==> src/rtl/core/rfd_pkg.sv <==
// rfd_pkg: shared types and codes of the frame deframer
// no dependencies; used by the top level and the bench
package rfd_pkg;

	localparam int unsigned CFG_IDX_W = 3;
	localparam int unsigned CFG_DATA_W = 8;

	// register indexes of the configuration port
	localparam logic [CFG_IDX_W-1:0] CFG_HEADER   = 3'd0;
	localparam logic [CFG_IDX_W-1:0] CFG_END      = 3'd1;
	localparam logic [CFG_IDX_W-1:0] CFG_TYPE_CMD = 3'd2;
	localparam logic [CFG_IDX_W-1:0] CFG_TYPE_RSP = 3'd3;
	localparam logic [CFG_IDX_W-1:0] CFG_TYPE_NTC = 3'd4;

	// frame status codes
	localparam logic [1:0] ST_OK       = 2'd0;
	localparam logic [1:0] ST_BAD_END  = 2'd1;
	localparam logic [1:0] ST_BAD_SUM  = 2'd2;
	localparam logic [1:0] ST_BAD_TYPE = 2'd3;

	// reset values of the configuration registers
	localparam logic [7:0] HEADER_RST   = 8'hBB;
	localparam logic [7:0] END_RST      = 8'h7E;
	localparam logic [7:0] TYPE_CMD_RST = 8'h00;
	localparam logic [7:0] TYPE_RSP_RST = 8'h01;
	localparam logic [7:0] TYPE_NTC_RST = 8'h02;

	typedef struct packed {
		logic [7:0]  data_byte;
		logic        last;
		logic [7:0]  frame_type;
		logic [7:0]  command;
		logic [15:0] param_length;
		logic [1:0]  status;
	} result_t;

endpackage

==> src/rtl/core/rfd_if.sv <==
// rfd_if: valid/ready channels of the frame deframer
// rfd_byte_if carries received bytes, rfd_result_if carries deframed results
interface rfd_byte_if;
	logic       valid;
	logic       ready;
	logic [7:0] rx_byte;

	modport source (output valid, output rx_byte, input ready);
	modport sink (input valid, input rx_byte, output ready);
endinterface

interface rfd_result_if;
	logic        valid;
	logic        ready;
	logic [7:0]  data_byte;
	logic        last;
	logic [7:0]  frame_type;
	logic [7:0]  command;
	logic [15:0] param_length;
	logic [1:0]  status;

	modport source (output valid, output data_byte, output last, output frame_type,
		output command, output param_length, output status, input ready);
	modport sink (input valid, input data_byte, input last, input frame_type,
		input command, input param_length, input status, output ready);
endinterface

==> src/rtl/core/rfid_frame_deframer.sv <==
// rfid_frame_deframer: byte-stream deframer with an 8-bit modulo-sum checksum
// depends on rfd_pkg and the channel interfaces in rfd_if.sv
//
// rx takes one received byte per transaction. Bytes are dropped until the
// header byte; then type, command and a big-endian 16-bit length follow,
// then the parameter bytes, a checksum byte and the end marker. Each
// parameter byte leaves on frame as one transaction with last low; the end
// marker gives one transaction with last high and the frame status
// (bad end marker before checksum mismatch before unknown type). Header,
// type, command, length and checksum bytes give no transaction.
// A byte is registered in the input register on acceptance and decoded into
// the result register, which drives frame. The decoder handles one byte per
// cycle while frame does not stall: throughput is one byte per cycle, set by
// the update of the frame state register on each decoded byte. When frame
// stalls, the result register holds and one more byte can wait in the input
// register; rx.ready drops only when both are full. Reset returns the block
// to hunting and loads the default header 0xBB, end marker 0x7E and type codes
// 0, 1 and 2. The cfg port writes one register per cycle; unknown indexes are
// ignored. The user must write only while no frame is in flight; not enforced.
module rfid_frame_deframer (
	input  logic                          clk,
	input  logic                          arst_n,
	input  logic                          cfg_we,
	input  logic [rfd_pkg::CFG_IDX_W-1:0] cfg_index,
	input  logic [rfd_pkg::CFG_DATA_W-1:0] cfg_data,
	rfd_byte_if.sink                      rx,
	rfd_result_if.source                  frame
);
	import rfd_pkg::*;

	localparam logic [2:0] PH_HUNT   = 3'd0;
	localparam logic [2:0] PH_TYPE   = 3'd1;
	localparam logic [2:0] PH_CMD    = 3'd2;
	localparam logic [2:0] PH_LEN_HI = 3'd3;
	localparam logic [2:0] PH_LEN_LO = 3'd4;
	localparam logic [2:0] PH_PARAM  = 3'd5;
	localparam logic [2:0] PH_CHECK  = 3'd6;
	localparam logic [2:0] PH_END    = 3'd7;

	logic [7:0]  header_q, end_q, type_cmd_q, type_rsp_q, type_ntc_q;
	logic [2:0]  phase_q, phase_d;
	logic [7:0]  type_q, type_d;
	logic [7:0]  command_q, command_d;
	logic [15:0] length_q, length_d;
	logic [15:0] remain_q, remain_d;
	logic [7:0]  sum_q, sum_d;
	logic        sum_ok_q, sum_ok_d;

	logic        valid_s1;
	logic [7:0]  byte_s1;
	logic        valid_s2;
	result_t     res_s2, res_d;
	logic        res_hit;
	logic        adv;
	logic        fire;
	logic [15:0] remain_dec;

	// configuration registers
	always_ff @(posedge clk or negedge arst_n) begin
		if (!arst_n) begin
			header_q   <= HEADER_RST;
			end_q      <= END_RST;
			type_cmd_q <= TYPE_CMD_RST;
			type_rsp_q <= TYPE_RSP_RST;
			type_ntc_q <= TYPE_NTC_RST;
		end else if (cfg_we) begin
			case (cfg_index)
				CFG_HEADER:   header_q   <= cfg_data;
				CFG_END:      end_q      <= cfg_data;
				CFG_TYPE_CMD: type_cmd_q <= cfg_data;
				CFG_TYPE_RSP: type_rsp_q <= cfg_data;
				CFG_TYPE_NTC: type_ntc_q <= cfg_data;
				default: ;
			endcase
		end
	end

	assign adv      = !valid_s2 || frame.ready;
	assign fire     = valid_s1 && adv;
	assign rx.ready = !valid_s1 || adv;

	// input register
	always_ff @(posedge clk or negedge arst_n) begin
		if (!arst_n) begin
			valid_s1 <= 1'b0;
		end else if (rx.ready) begin
			valid_s1 <= rx.valid;
		end
	end

	always_ff @(posedge clk) begin
		if (rx.ready && rx.valid) begin
			byte_s1 <= rx.rx_byte;
		end
	end

	assign remain_dec = remain_q - 16'd1;

	// frame decoder
	always_comb begin
		phase_d   = phase_q;
		type_d    = type_q;
		command_d = command_q;
		length_d  = length_q;
		remain_d  = remain_q;
		sum_d     = sum_q;
		sum_ok_d  = sum_ok_q;
		res_hit   = 1'b0;
		res_d     = '0;
		case (phase_q)
			PH_HUNT: begin
				if (byte_s1 == header_q) begin
					phase_d = PH_TYPE;
				end
			end
			PH_TYPE: begin
				type_d  = byte_s1;
				sum_d   = byte_s1;
				phase_d = PH_CMD;
			end
			PH_CMD: begin
				command_d = byte_s1;
				sum_d     = sum_q + byte_s1;
				phase_d   = PH_LEN_HI;
			end
			PH_LEN_HI: begin
				length_d = {byte_s1, 8'h00};
				sum_d    = sum_q + byte_s1;
				phase_d  = PH_LEN_LO;
			end
			PH_LEN_LO: begin
				length_d = {length_q[15:8], byte_s1};
				remain_d = {length_q[15:8], byte_s1};
				sum_d    = sum_q + byte_s1;
				phase_d  = ({length_q[15:8], byte_s1} != 16'd0) ? PH_PARAM : PH_CHECK;
			end
			PH_PARAM: begin
				sum_d    = sum_q + byte_s1;
				remain_d = remain_dec;
				if (remain_dec == 16'd0) begin
					phase_d = PH_CHECK;
				end
				res_hit         = 1'b1;
				res_d.data_byte = byte_s1;
				res_d.status    = ST_OK;
			end
			PH_CHECK: begin
				sum_ok_d = (byte_s1 == sum_q);
				phase_d  = PH_END;
			end
			PH_END: begin
				res_hit    = 1'b1;
				res_d.last = 1'b1;
				if (byte_s1 != end_q) begin
					res_d.status = ST_BAD_END;
				end else if (!sum_ok_q) begin
					res_d.status = ST_BAD_SUM;
				end else if (type_q != type_cmd_q && type_q != type_rsp_q &&
						type_q != type_ntc_q) begin
					res_d.status = ST_BAD_TYPE;
				end else begin
					res_d.status = ST_OK;
				end
				phase_d = PH_HUNT;
			end
			default: begin
				phase_d = PH_HUNT;
			end
		endcase
		res_d.frame_type   = type_q;
		res_d.command      = command_q;
		res_d.param_length = length_q;
	end

	always_ff @(posedge clk or negedge arst_n) begin
		if (!arst_n) begin
			phase_q   <= PH_HUNT;
			type_q    <= '0;
			command_q <= '0;
			length_q  <= '0;
			remain_q  <= '0;
			sum_q     <= '0;
			sum_ok_q  <= 1'b0;
		end else if (fire) begin
			phase_q   <= phase_d;
			type_q    <= type_d;
			command_q <= command_d;
			length_q  <= length_d;
			remain_q  <= remain_d;
			sum_q     <= sum_d;
			sum_ok_q  <= sum_ok_d;
		end
	end

	// result register
	always_ff @(posedge clk or negedge arst_n) begin
		if (!arst_n) begin
			valid_s2 <= 1'b0;
		end else if (adv) begin
			valid_s2 <= fire && res_hit;
		end
	end

	always_ff @(posedge clk) begin
		if (fire && res_hit) begin
			res_s2 <= res_d;
		end
	end

	assign frame.valid        = valid_s2;
	assign frame.data_byte    = res_s2.data_byte;
	assign frame.last         = res_s2.last;
	assign frame.frame_type   = res_s2.frame_type;
	assign frame.command      = res_s2.command;
	assign frame.param_length = res_s2.param_length;
	assign frame.status       = res_s2.status;

	// parameter phase always has bytes left to take
	a_param_count: assert property (@(posedge clk) disable iff (!arst_n)
		phase_q == PH_PARAM |-> remain_q != 16'd0)
		else $error("parameter phase with zero remaining count");

	// only parameter and end-marker bytes produce a result
	a_result_source: assert property (@(posedge clk) disable iff (!arst_n)
		(fire && phase_q != PH_PARAM && phase_q != PH_END) |=> !valid_s2)
		else $error("result from a byte that carries none");

	a_last_clean: assert property (@(posedge clk) disable iff (!arst_n)
		(valid_s2 && res_s2.last) |-> res_s2.data_byte == 8'd0)
		else $error("last result carries a data byte");

	a_param_status: assert property (@(posedge clk) disable iff (!arst_n)
		(valid_s2 && !res_s2.last) |-> res_s2.status == ST_OK)
		else $error("parameter result carries a status");

	// an end marker always sends the decoder back to hunting
	a_end_returns: assert property (@(posedge clk) disable iff (!arst_n)
		(fire && phase_q == PH_END) |=> phase_q == PH_HUNT)
		else $error("decoder did not return to hunting after end marker");

endmodule

==> src/flat_wrapper.sv <==
// flat-port wrapper written by rule: the top's interface ports become plain ports
module rfid_frame_deframer_flat import rfd_pkg::*;
  (clk, arst_n, cfg_we, cfg_index, cfg_data, rx_valid, rx_rx_byte, rx_ready, frame_valid, frame_data_byte, frame_last, frame_frame_type, frame_command, frame_param_length, frame_status, frame_ready);
  rfd_byte_if rx_i ();
  rfd_result_if frame_i ();
  input  logic clk;
  input  logic arst_n;
  input  logic cfg_we;
  input  logic [rfd_pkg::CFG_IDX_W-1:0] cfg_index;
  input  logic [rfd_pkg::CFG_DATA_W-1:0] cfg_data;
  input wire logic [$bits(rx_i.valid)-1:0] rx_valid;
  input wire logic [$bits(rx_i.rx_byte)-1:0] rx_rx_byte;
  output wire logic [$bits(rx_i.ready)-1:0] rx_ready;
  output wire logic [$bits(frame_i.valid)-1:0] frame_valid;
  output wire logic [$bits(frame_i.data_byte)-1:0] frame_data_byte;
  output wire logic [$bits(frame_i.last)-1:0] frame_last;
  output wire logic [$bits(frame_i.frame_type)-1:0] frame_frame_type;
  output wire logic [$bits(frame_i.command)-1:0] frame_command;
  output wire logic [$bits(frame_i.param_length)-1:0] frame_param_length;
  output wire logic [$bits(frame_i.status)-1:0] frame_status;
  input wire logic [$bits(frame_i.ready)-1:0] frame_ready;
  assign rx_i.valid = rx_valid;
  assign rx_i.rx_byte = rx_rx_byte;
  assign rx_ready = rx_i.ready;
  assign frame_valid = frame_i.valid;
  assign frame_data_byte = frame_i.data_byte;
  assign frame_last = frame_i.last;
  assign frame_frame_type = frame_i.frame_type;
  assign frame_command = frame_i.command;
  assign frame_param_length = frame_i.param_length;
  assign frame_status = frame_i.status;
  assign frame_i.ready = frame_ready;
  rfid_frame_deframer u_core (.clk(clk), .arst_n(arst_n), .cfg_we(cfg_we), .cfg_index(cfg_index), .cfg_data(cfg_data), .rx(rx_i), .frame(frame_i));
endmodule
==> config.mk <==
export PLATFORM = sky130hd
export DESIGN_NAME = rfid_frame_deframer_flat
export DESIGN_NICKNAME = d
export VERILOG_FILES = /design/src/rtl/core/rfd_pkg.sv /design/src/rtl/core/rfd_if.sv /design/src/rtl/core/rfid_frame_deframer.sv /design/src/flat_wrapper.sv
export SDC_FILE = /design/constraint.sdc
export NUM_CORES = 1
export LEC_CHECK = 0
export BUFFER_PORTS_ARGS = -buffer_cell sky130_fd_sc_hd__buf_4
export CAP_MARGIN = 20
export CORE_ASPECT_RATIO = 1.2
export CORE_MARGIN = 4
export CORE_UTILIZATION = 30
export DETAILED_ROUTE_END_ITERATION = 6
export PLACE_DENSITY = 0.48
export RECOVER_POWER = 100
export SLEW_MARGIN = 25
export SYNTH_ARGS = -nofsm -noshare
export SYNTH_HDL_FRONTEND = slang
export SYNTH_SLANG_ARGS = --single-unit
==> constraint.sdc <==
create_clock -name clk -period 3.5 [get_ports clk]
set_clock_uncertainty 0.15 [all_clocks]
set_input_delay 1.05 -clock clk [delete_from_list [all_inputs] [get_ports clk]]
set_output_delay 1.05 -clock clk [all_outputs]
set_load 0.02 [all_outputs]
# Word-level counts from Yosys, hierarchy flattened
# Index checks and enable logic that the tools add are counted.
op_classes:
  reduce_logical: 32
  eq_ne: 19
  muxes: 12
  bitwise: 2
  add_sub_neg: 2
ops:
  columns: ["cell", "n"]
  rows:
  - ["16-bit case mux with 2 select lines", 2]
  - ["8-bit inequality test", 4]
  - ["3-bit case mux with 8 select lines", 1]
  - ["2-bit AND reduction", 11]
  - ["8-bit equality test", 2]
  - ["16-bit logical NOT", 1]
  - ["8-bit case mux with 2 select lines", 1]
  - ["16-bit nonzero test", 1]
  - ["16-bit by 1-bit subtractor with 16-bit output (second input constant)", 1]
  - ["3-bit equality test (second input constant)", 5]
  - ["3-bit by 2-bit equality test with 1-bit output (second input constant)", 4]
  - ["8-bit adder", 1]
  - ["3-bit by 1-bit equality test with 1-bit output (second input constant)", 2]
  - ["3-bit logical NOT", 2]
  - ["2-bit 2-to-1 mux", 3]
  - ["3-bit 2-to-1 mux", 2]
  - ["3-bit AND reduction", 2]
  - ["2-bit nonzero test", 3]
  - ["1-bit logical AND", 5]
  - ["2-bit by 1-bit inequality test with 1-bit output (second input constant)", 2]
  - ["2-bit OR reduction", 2]
  - ["4-bit OR reduction", 1]
  - ["1-bit 2-to-1 mux", 3]
  - ["1-bit logical NOT", 2]
  - ["2 further kinds", 4]
totals:
  register_bits: 153
  out_inout_bits: 45
  elab_cells: 90
  inputBits: 24

# Depth between registers and ports, before layout
# Gate-level depths: netlist of run 1.
logic_depth:
  depth_word: 6
  ltp_mapped: 9
  depth_no_buf: 9

# Worst setup path before layout of run 1
# Ideal clock, no wire load.
synth_path:
  path_type: "input-to-reg"
  start: "in frame_ready"
  end: "reg u_core.res_s2, in the netlist u_core.frame.command[0], enable pin"
  setup_ps: 444
  t_arrival_ps: 3149
  cell_stages: 3
  required_ps: 2906
  n_path_buf: 0
  path_slack_ps: -242
  cell_sequence: "nand2b_2 -> nand3_1 -> nor2_1"
synth_via:
  elab_chain_len: 3
synth_rtl:
  columns: ["item", "line_no", "text"]
  rows:
  - ["start, declared", "flat_wrapper.sv:21", "input wire logic [$bits(frame_i.ready)-1:0] frame_ready;"]
  - ["1-bit logical OR", "rfid_frame_deframer.sv:78", "assign adv = !valid_s2 || frame.ready;"]
  - ["1-bit logical AND", "rfid_frame_deframer.sv:79", "assign fire = valid_s1 && adv;"]
  - ["1-bit logical AND", "rfid_frame_deframer.sv:205", "if (fire && res_hit) begin"]
  - ["end signal, assigned", "rfid_frame_deframer.sv:206", "res_s2 <= res_d;"]
  - ["end, declared", "rfid_frame_deframer.sv:52", "result_t res_s2, res_d;"]
# Every way passes these cells.
# A chain may end at the register's enable or synchronous reset.

# Final worst setup path of run 1
layout_path:
  start: "reg u_core.phase_q[2]"
  end: "reg u_core.res_s2, in the netlist u_core.frame.param_length[9], enable pin"
layout_via:
  elab_chain_len: 4
  elab_cells_between_ends: 5
  classes_between: "eq/ne: 2; mux: 1; reduce/logical: 2"
layout_rtl:
  columns: ["item", "line_no", "text"]
  rows:
  - ["start, declared", "rfid_frame_deframer.sv:41", "logic [2:0] phase_q, phase_d;"]
  - ["start signal, assigned", "rfid_frame_deframer.sv:185", "phase_q <= phase_d;"]
  - ["3-bit equality test", "rfid_frame_deframer.sv:110", "case (phase_q)"]
  - ["2-bit OR reduction (no source line) *", null, null]
  - ["1-bit 2-to-1 mux *", "rfid_frame_deframer.sv:110", null]
  - ["1-bit logical AND *", "rfid_frame_deframer.sv:205", null]
# Mark *: on every way between the ends. The rest lies on a longest branch, timed or not.

==> flow_summary.toml, run 1 <==
[final_layout]
regArea_sq_um = 4100
final_core_utilization = 0.360
nNetsFinal = 717
stdcell_count = 1011
final_cell_area_sq_um = 8380
drive_above_1_share = 0.203
fill_cells = 2341
area_growth_pct = 17.9
multiInputGateArea_sq_um = 2840
n_antenna_cell = 0

[cts]
cts_tree = "done"
post_cts_resized = 0
holdBufCountCts = 0
cts_buffers = 17
cts.htree.levels = 4
clockBufferDepth = 2
clk_pin_slew_ns = 0.06
clkLatencyLatePin_ns = 0.42
root_buffer = "clkbuf_16"
cts_sinks = 153
postCtsSetupRepairBufs = 0

[global_routing]
antenna_found_initial = 0
grt-ovfl-total = 0
grt_pass1_vias = 5065
grt_pass1_wl_mm = 28.0
grt_usage = 0.138
grt_max_degree = 103

[worst_setup_path]
worstPathArrival_ns = 2.66
required_ns = 3.38
end_kind = "flip-flop"
r2r_cells = 3
critPathMaxFanout = 43
path_class = "reg2reg"
setup.worst_path.start_class = "flip-flop"

[drt]
dr.pass1.iters = 5
via_count = 4846
ant_nets = 0
routedWlPerCell_um = 17.2
drc_errors = 0
via_per_inst = 4.79
drt-total-wl_mm = 17.4
drt_iter0_drc = 264

[sta]
hold_viol_final = 0
fin_tns_setup_ns = 0
holdWs_ns = 0.298
worst-slew-pin-transition_ns = 1.47
setup_viol = 0
slew_headroom = 0.0187
rsz0062_at_grt = "false"
fin_ws_ns = 0.728
fmax_mhz = 361
period_minus_slack_ns = 2.77
period_share = 0.792
maxSlewViolCount = 0

[synthesis]
synthMostInstantiatedCell = "dfrtp_1"
synth_area_leader_cell = "dfrtp_1"
synth.area.top_cells = "dfrtp_1 (31%), edfxtp_1 (22%), mux2_2 (8.7%), dfstp_2 (5.2%), nand2_1 (3.8%)"
synth.cell_area_sq_um = 7100
synth_ff_type = "dfrtp_1"
yosys_warnings = 0
ys_types = 60
syn_inst = 612
synth_fp_nets = 646
yosysSeqAreaShare = 0.578
synth-edff-count = 51
avgSynthCellArea_sq_um = 11.6
async_reset_ff_frac = 0.667
synth_top_area_share = 0.310
ys_seq_elements = 153
synth_common_cells = "dfrtp_1 (88), nand2_1 (72), mux2_2 (55), edfxtp_1 (51), o21ai_0 (47)"

[placed_design]
place.gp.congestion = 0.827
place_ws_ns = 0.720
dpl.hpwl_mm = 12.0
dp_cells = 979
placed_area_sq_um = 8000
port_buffers = 68

[worst_hold_path]
min_path_type = "reg2reg"
min_path_cells = 0

[run]
maxCapViolations = 0

[power_and_ir_drop]
power.total_mw = 7.17
p_per_area_nw_per_um2 = 856
leakage_nw = 3.25
irDropWorstVdd_v = 0.000371

[die]
start_util = 0.305
core_area_sq_um = 23300
fp-row-count = 61
dieArea_sq_um = 26200
die_h_um = 177
ios = 69
die_w_um = 148

[run_status]
status = "finished clean"
critical path, cell delays in order (launching register included):
cell and delay [ns]:
dfrtp_1 0.83, nand3_1 0.41, nor2_4 0.15, clkbuf_2 0.82
power breakdown:
group	internal [mW]	total [mW]	switching, mW	leakage, nW
Clock	1.06	1.81	0.748	0.274
Sequential	2.54	3.15	0.610	1.70
Combinational	0.930	2.22	1.29	1.28
Total	4.53	7.17	2.64	3.25
placed cells by master (no fill, tap or decap), types with 4 or more instances in the layout:
cell type  count
dfrtp_1       88
clkbuf_1      50
edfxtp_1      51
nand4_1        8
nor3_1        13
xor2_1        27
nor4_1        13
nand3_1       11
nand2_1       72
nor2b_1        6
nand2b_1       5
buf_4         20
mux2i_1        5
ha_1           9
a21oi_1       29
dfstp_2       14
inv_1          9
and3_1        10
xnor2_1       20
nor3b_1        4
nor2_1        29
mux2_2        55
o21ai_0       51
clkbuf_4      12
clkbuf_16     17
registers in the layout (all words and copies together), names as in the netlist:
| signal | cells |
|---|---|
| u_core.frame.param_length | 16 |
| u_core.length_q | 16 |
| u_core.remain_q | 16 |
| u_core.byte_s1 | 8 |
| u_core.command_q | 8 |
| u_core.end_q | 8 |
| u_core.frame.command | 8 |
| u_core.frame.data_byte | 8 |
| u_core.frame.frame_type | 8 |
| u_core.header_q | 8 |
| u_core.sum_q | 8 |
| u_core.type_cmd_q | 8 |
| u_core.type_ntc_q | 8 |
| u_core.type_q | 8 |
| u_core.type_rsp_q | 8 |
| u_core.phase_q | 3 |
| u_core.frame.status | 2 |
| u_core.frame.last | 1 |
| u_core.frame.valid | 1 |
| u_core.sum_ok_q | 1 |
| u_core.valid_s1 | 1 |
layout make-up:
cell class / count / share of cell area
Clock buffer: 19 / 0.0517
Clock inverter: 13 / 0.0175
Inverter: 9 / 0.00403
Multi-Input combinational cell: 421 / 0.339
Sequential cell: 153 / 0.490
Tap cell: 315 / 0.0471
Timing Repair Buffer: 81 / 0.0508
path summary, 6_finish.rpt:
path / start / end / slack, ns
min reg2reg: u_core.length_q[2] / u_core.frame.param_length[2] / 0.30
max: u_core.phase_q[2] / u_core.frame.param_length[9] / 0.73
max in group asynchronous: arst_n / u_core.type_cmd_q[0] / 1.31
min: u_core.length_q[2] / u_core.frame.param_length[2] / 0.30
max reg2reg: u_core.phase_q[2] / u_core.frame.param_length[9] / 0.73
min in group asynchronous: arst_n / u_core.remain_q[11] / 0.90
cell families after synthesis:
group	synth area share
flops	0.578
mux	0.0943
compound gates	0.0907
buf+inv	0.0217
xor+xnor	0.0580
fa+ha+maj	0.0187
simple gates	0.139
layer usage:
metal	global-route usage	wire [um]	part of all wire
met1	0.167	7360	0.42
met2	0.243	9040	0.52
met3	0.0257	645	0.037
met4	0.0528	329	0.019
met5	0	0	0
Note: power is estimated with default switching activity, not from simulation.
==> run 2: changes to the inputs <==
- PLACE_DENSITY: 0.48 -> 0.5
- clock period: 3.5 -> 2.25 ns (I/O delays scaled with it)
==> run 2 against run 1 <==
Net effect:
- count of clock-buffer cells in the layout did not move
- register-to-register slack got worse by 0.70 ns
- sequential share of layout area fell by 1.8 points
- sequential power rose by 53%
- hold slack got worse by 0.0034 ns
- via count rose by 3.3%
- sequential cell count did not move
- core utilization rose by 1.4 points
- critical endpoint is now u_core.phase_q[0]
- largest cell class unchanged
==> flow_summary.toml, run 2 (synthesized netlist as in run 1, its figures left out) <==
[worst_setup_path]
required_ns = 2.40
setup.worst_path.start_class = "flip-flop"
path_class = "reg2reg"
worstPathArrival_ns = 2.37
path_cells = "nor4_4, nand4b_1, or4_4, o21ai_1, and3_1, o31ai_1"
end_kind = "flip-flop"
critPathMaxFanout = 5
critPathMaxStageDelay_ns = 0.51
crit_slowest_cell = "or4_4"

[sta]
period_share = 0.986
worst-slew-pin-transition_ns = 0.931
rsz0062_at_grt = "true"
period_minus_slack_ns = 2.22
setup_viol = 0
fmax_mhz = 451
hold_viol_final = 0
maxSlewViolCount = 0
slew_headroom = 0.379

[drt]
drt_iter0_drc = 213
routedWlPerCell_um = 16.9
met2WireLength_mm = 8.94
met1Wirelength_mm = 7.77
dr.pass1.iters = 4
via_count = 5006
dr.max_layer_used = "met4"
ant_nets = 0
wl_met3_um = 622
via_per_inst = 4.78
drc_errors = 0
drt-total-wl_mm = 17.7

[die]
start_util = 0.305
ios = 69
die_w_um = 148
fp-row-count = 61
core_area_sq_um = 23300
die_h_um = 177
dieArea_sq_um = 26200

[worst_hold_path]
min_path_type = "in2reg"

[placed_design]
place.gp.congestion = 0.865
port_buffers = 68
placed_area_sq_um = 8310
dpl.hpwl_mm = 12.7

[cts]
cts_buffers = 17
cts_tree = "done"
root_buffer = "clkbuf_16"
cts_sinks = 153
clockBufferDepth = 2
cts.htree.levels = 4
clkLatencyLatePin_ns = 0.43
clk_pin_slew_ns = 0.06

[power_and_ir_drop]
p_per_area_nw_per_um2 = 1320
leakage_nw = 3.44
power.total_mw = 11.5
irDropWorstVdd_v = 0.000523

[final_layout]
nNetsFinal = 753
area_growth_pct = 22.5
n_antenna_cell = 0
final_cell_area_sq_um = 8700
regArea_sq_um = 4100
fill_cells = 2337
mostFrequentLayoutCells = "dfrtp_1 (88), nand2_1 (72), mux2_2 (55), clkbuf_1 (53), edfxtp_1 (51)"
multiInputGateArea_sq_um = 2890
layout_commonest_cell = "dfrtp_1"
final_core_utilization = 0.374
drive_above_1_share = 0.253

[global_routing]
grt-ovfl-total = 0
antenna_found_initial = 0
grt_max_degree = 48
grt_usage = 0.140
grt_pass1_wl_mm = 28.5
grt_pass1_vias = 5207

[run]
maxCapViolations = 0

[run_status]
status = "finished clean"
-- run 2: cell type report --
class / count / share of cell area
Sequential cell: 153 / 0.472
Tap cell: 315 / 0.0453
Timing Repair Buffer: 117 / 0.0798
Inverter: 9 / 0.00388
Multi-Input combinational cell: 421 / 0.332
Clock inverter: 13 / 0.0161
Clock buffer: 19 / 0.0509
-- run 2: layer usage --
layer | vias up | track usage
met5 | - | 0
met4 | 0 | 0.0427
met3 | 29 | 0.0318
met2 | 101 | 0.240
met1 | 2468 | 0.175
li1 | 2408 | -
-- run 2: path summary, 6_finish.rpt --
check | from | to | slack, ns | cells past startpoint
min | rx_valid | u_core.valid_s1 | 0.29 | 2
max reg2reg | u_core.remain_q[7] | u_core.phase_q[0] | 0.03 | 6
min in group asynchronous | arst_n | u_core.type_rsp_q[2] | 0.51 | 2
max | u_core.remain_q[7] | u_core.phase_q[0] | 0.03 | 6
min reg2reg | u_core.length_q[1] | u_core.frame.param_length[1] | 0.30 | 0
max in group asynchronous | arst_n | u_core.remain_q[6] | 0.26 | 3
-- run 2: where the power goes --
group	leakage [nW]	switching [mW]	internal [mW]	total [mW]
Clock	0.285	1.21	1.59	2.80
Sequential	1.70	0.866	3.94	4.81
Combinational	1.45	2.19	1.73	3.92
-- run 2: timing repair --
item | in CTS | in global routing
endpoints found under the hold margin | 18 | 0
resized for setup | 1 | 13
setup endpoints to repair | 1 | 6
pin swaps | 0 | 4
hold buffers | 1 | 0
buffers inserted | 0 | 2
-- run 2: critical path: cells and delay by family, from the launching register on --
kind	cells	cell delay, ns
and+or+nand+nor	4	1.28
DFF	1	0.42
AOI/OAI and AO/OA	2	0.25
-- run 2: metrics by stage --
step | hold slack [ns] | instances | worst slack (ns) | setup TNS [ns]
after floorplan | 0.229 | 612 | 0.0374 | 0
after global placement | 0.287 | 1012 | 0.0330 | 0
after detailed placement | 0.291 | 1012 | 0.0103 | 0
after CTS | 0.256 | 1045 | 0.00273 | 0
after global routing | 0.278 | 1047 | -0.0574 | -0.158
final | 0.295 | 1047 | 0.0304 | 0
==> run 3: changes to the inputs <==
- CORE_MARGIN: 4 -> 2
- CORE_UTILIZATION: 30 -> 53
- PLACE_DENSITY: 0.5 -> 0.77
==> run 3 against run 2 <==
Net effect:
- first-iteration DRC count grew 74%
- cell area shrank 3.3%
- non-clock buffer count fell by 7
- core utilization rose by 26 points
- die area is 45% lower
- sequential power grew 0.8%
- register-to-register slack better by 0.07 ns
- power is 1.8% lower
- global-route usage up 10 points
- via count is 2.2% higher
- hold slack hardly changed
- critical path type unchanged
==> flow_summary.toml, run 3 (synthesized netlist as in run 1, its figures left out) <==
[worst_setup_path]
crit_slowest_cell = "or4_1"
end_kind = "flip-flop"
path_class = "reg2reg"
path_cells = "nor4_4, nand4b_1, or4_1, o21ai_2, and3_1, o31ai_1"
worstPathArrival_ns = 2.30
required_ns = 2.40
critPathMaxStageDelay_ns = 0.53
setup.worst_path.start_class = "flip-flop"
critPathMaxFanout = 5

[power_and_ir_drop]
irDropWorstVdd_v = 0.000618
share_seq_of_total_power = 0.429
p_switching_mw = 4.20
clkPwrFrac = 0.231
leakage_nw = 3.38
power.total_mw = 11.3
intPower_mw = 7.12
p_sw_frac = 0.371
p_per_area_nw_per_um2 = 1340
p_comb_frac = 0.341

[run]
maxCapViolations = 0

[cts]
cts.htree.levels = 4
cts_sinks = 153
root_buffer = "clkbuf_16"
clockBufferDepth = 2
cts_tree = "done"
clkLatencyLatePin_ns = 0.43
clk_pin_slew_ns = 0.06
cts_buffers = 17

[sta]
period_share = 0.956
fin_ws_ns = 0.0998
fmax_mhz = 465
worst-slew-pin-transition_ns = 1.38
setup_viol = 0
period_minus_slack_ns = 2.15
maxSlewViolCount = 0
fin_tns_setup_ns = 0
slew_headroom = 0.0773
hold_viol_final = 0

[global_routing]
grt_usage = 0.244
antenna_found_initial = 0
grt_pass1_vias = 5159
grt_pass1_wl_mm = 26.2
grt-ovfl-total = 0
grt_max_degree = 103

[final_layout]
stdcell_count = 893
layout_commonest_cell = "dfrtp_1"
drive_above_1_share = 0.240
nNetsFinal = 746
fill_cells = 1012
area_growth_pct = 18.5
mostFrequentLayoutCells = "dfrtp_1 (88), nand2_1 (72), clkbuf_1 (55), mux2_2 (54), edfxtp_1 (51)"
multiInputGateArea_sq_um = 2910
regArea_sq_um = 4100
n_antenna_cell = 0

[die]
die_w_um = 110
fp-row-count = 46
die_h_um = 131
ios = 69
core_area_sq_um = 13200
start_util = 0.539
dieArea_sq_um = 14300

[drt]
drc_errors = 0
via_per_inst = 5.73
drt-total-wl_mm = 16.2
routedWlPerCell_um = 18.1
drt_iter0_drc = 371
ant_nets = 0
via_count = 5116
dr.pass1.iters = 5

[placed_design]
dpl.hpwl_mm = 11.1
port_buffers = 68
place_ws_ns = 0.000635
place.gp.congestion = 0.925
dp_cells = 860

[worst_hold_path]
min_path_type = "in2reg"

[run_status]
status = "finished clean"
[run 3: cell types whose count changed in the layout (fill, tap and decap cells not counted), sizes merged]
cell         before  now
clkinv            6    8
dlygate4sd3       1    0
buf              48   42
inv              14   10
bufinv            1    0
clkbuf           87   90
[run 3: worst paths after layout]
path / to / from / cells after the start / slack, ns
min in group asynchronous: u_core.remain_q[11] / arst_n / 2 / 0.53
max reg2reg: u_core.phase_q[0] / u_core.remain_q[8] / 6 / 0.1
max: u_core.phase_q[0] / u_core.remain_q[8] / 6 / 0.1
min: u_core.byte_s1[6] / rx_rx_byte[6] / 1 / 0.30
min reg2reg: u_core.frame.command[4] / u_core.command_q[4] / 0 / 0.30
max in group asynchronous: u_core.header_q[2] / arst_n / 2 / 0.54
[run 3: per-stage QoR]
stage / utilization / cell area (sq um) / hold slack [ns]
finish: 0.638 / 8410 / 0.295
global route: 0.638 / 8410 / 0.281
CTS: 0.655 / 8630 / 0.175
detailed placement: 0.613 / 8080 / 0.289
global placement: 0.613 / 8080 / 0.283
floorplan: - / 7110 / 0.229
[run 3: timing repair]
action / 4_1_cts / 5_1_grt
resized for setup: 1 / 13
pin swaps: 0 / 5
hold buffers: 0 / 0
buffers inserted: 0 / 1
endpoints found under the setup margin: 1 / 6
[run 3: power by group through the flow]
stage | logic [mW] | registers [mW] | clock network [mW]
2_1_floorplan | 2.61 | 4.75 | 0
3_3_place_gp | 3.78 | 4.79 | 0
3_5_place_dp | 3.93 | 4.85 | 0
4_1_cts | 3.99 | 4.81 | 2.64
5_1_grt | 4.27 | 4.96 | 2.78
6_report | 3.86 | 4.85 | 2.61
[run 3: critical path: cells and delay by family (launching register included)]
kind            cells  cell delay (ns)
flops               1             0.45
simple gates        4             1.19
compound gates      2             0.23
[run 3: cell type report]
class,instances,area share
clock buffer,22,0.0565
clock inverter,10,0.00833
inverter,9,0.00402
multi-input combinational,421,0.345
sequential,153,0.488
tap,168,0.0250
timing repair buffer,110,0.0732
[run 3: layer usage]
layer / vias up / GRT usage / part of all wire
met4: 0 / 0.113 / 0.031
met3: 40 / 0.0551 / 0.055
met2: 169 / 0.400 / 0.50
met1: 2517 / 0.307 / 0.42
met5: - / 0 / 0
li1: 2390 / - / -
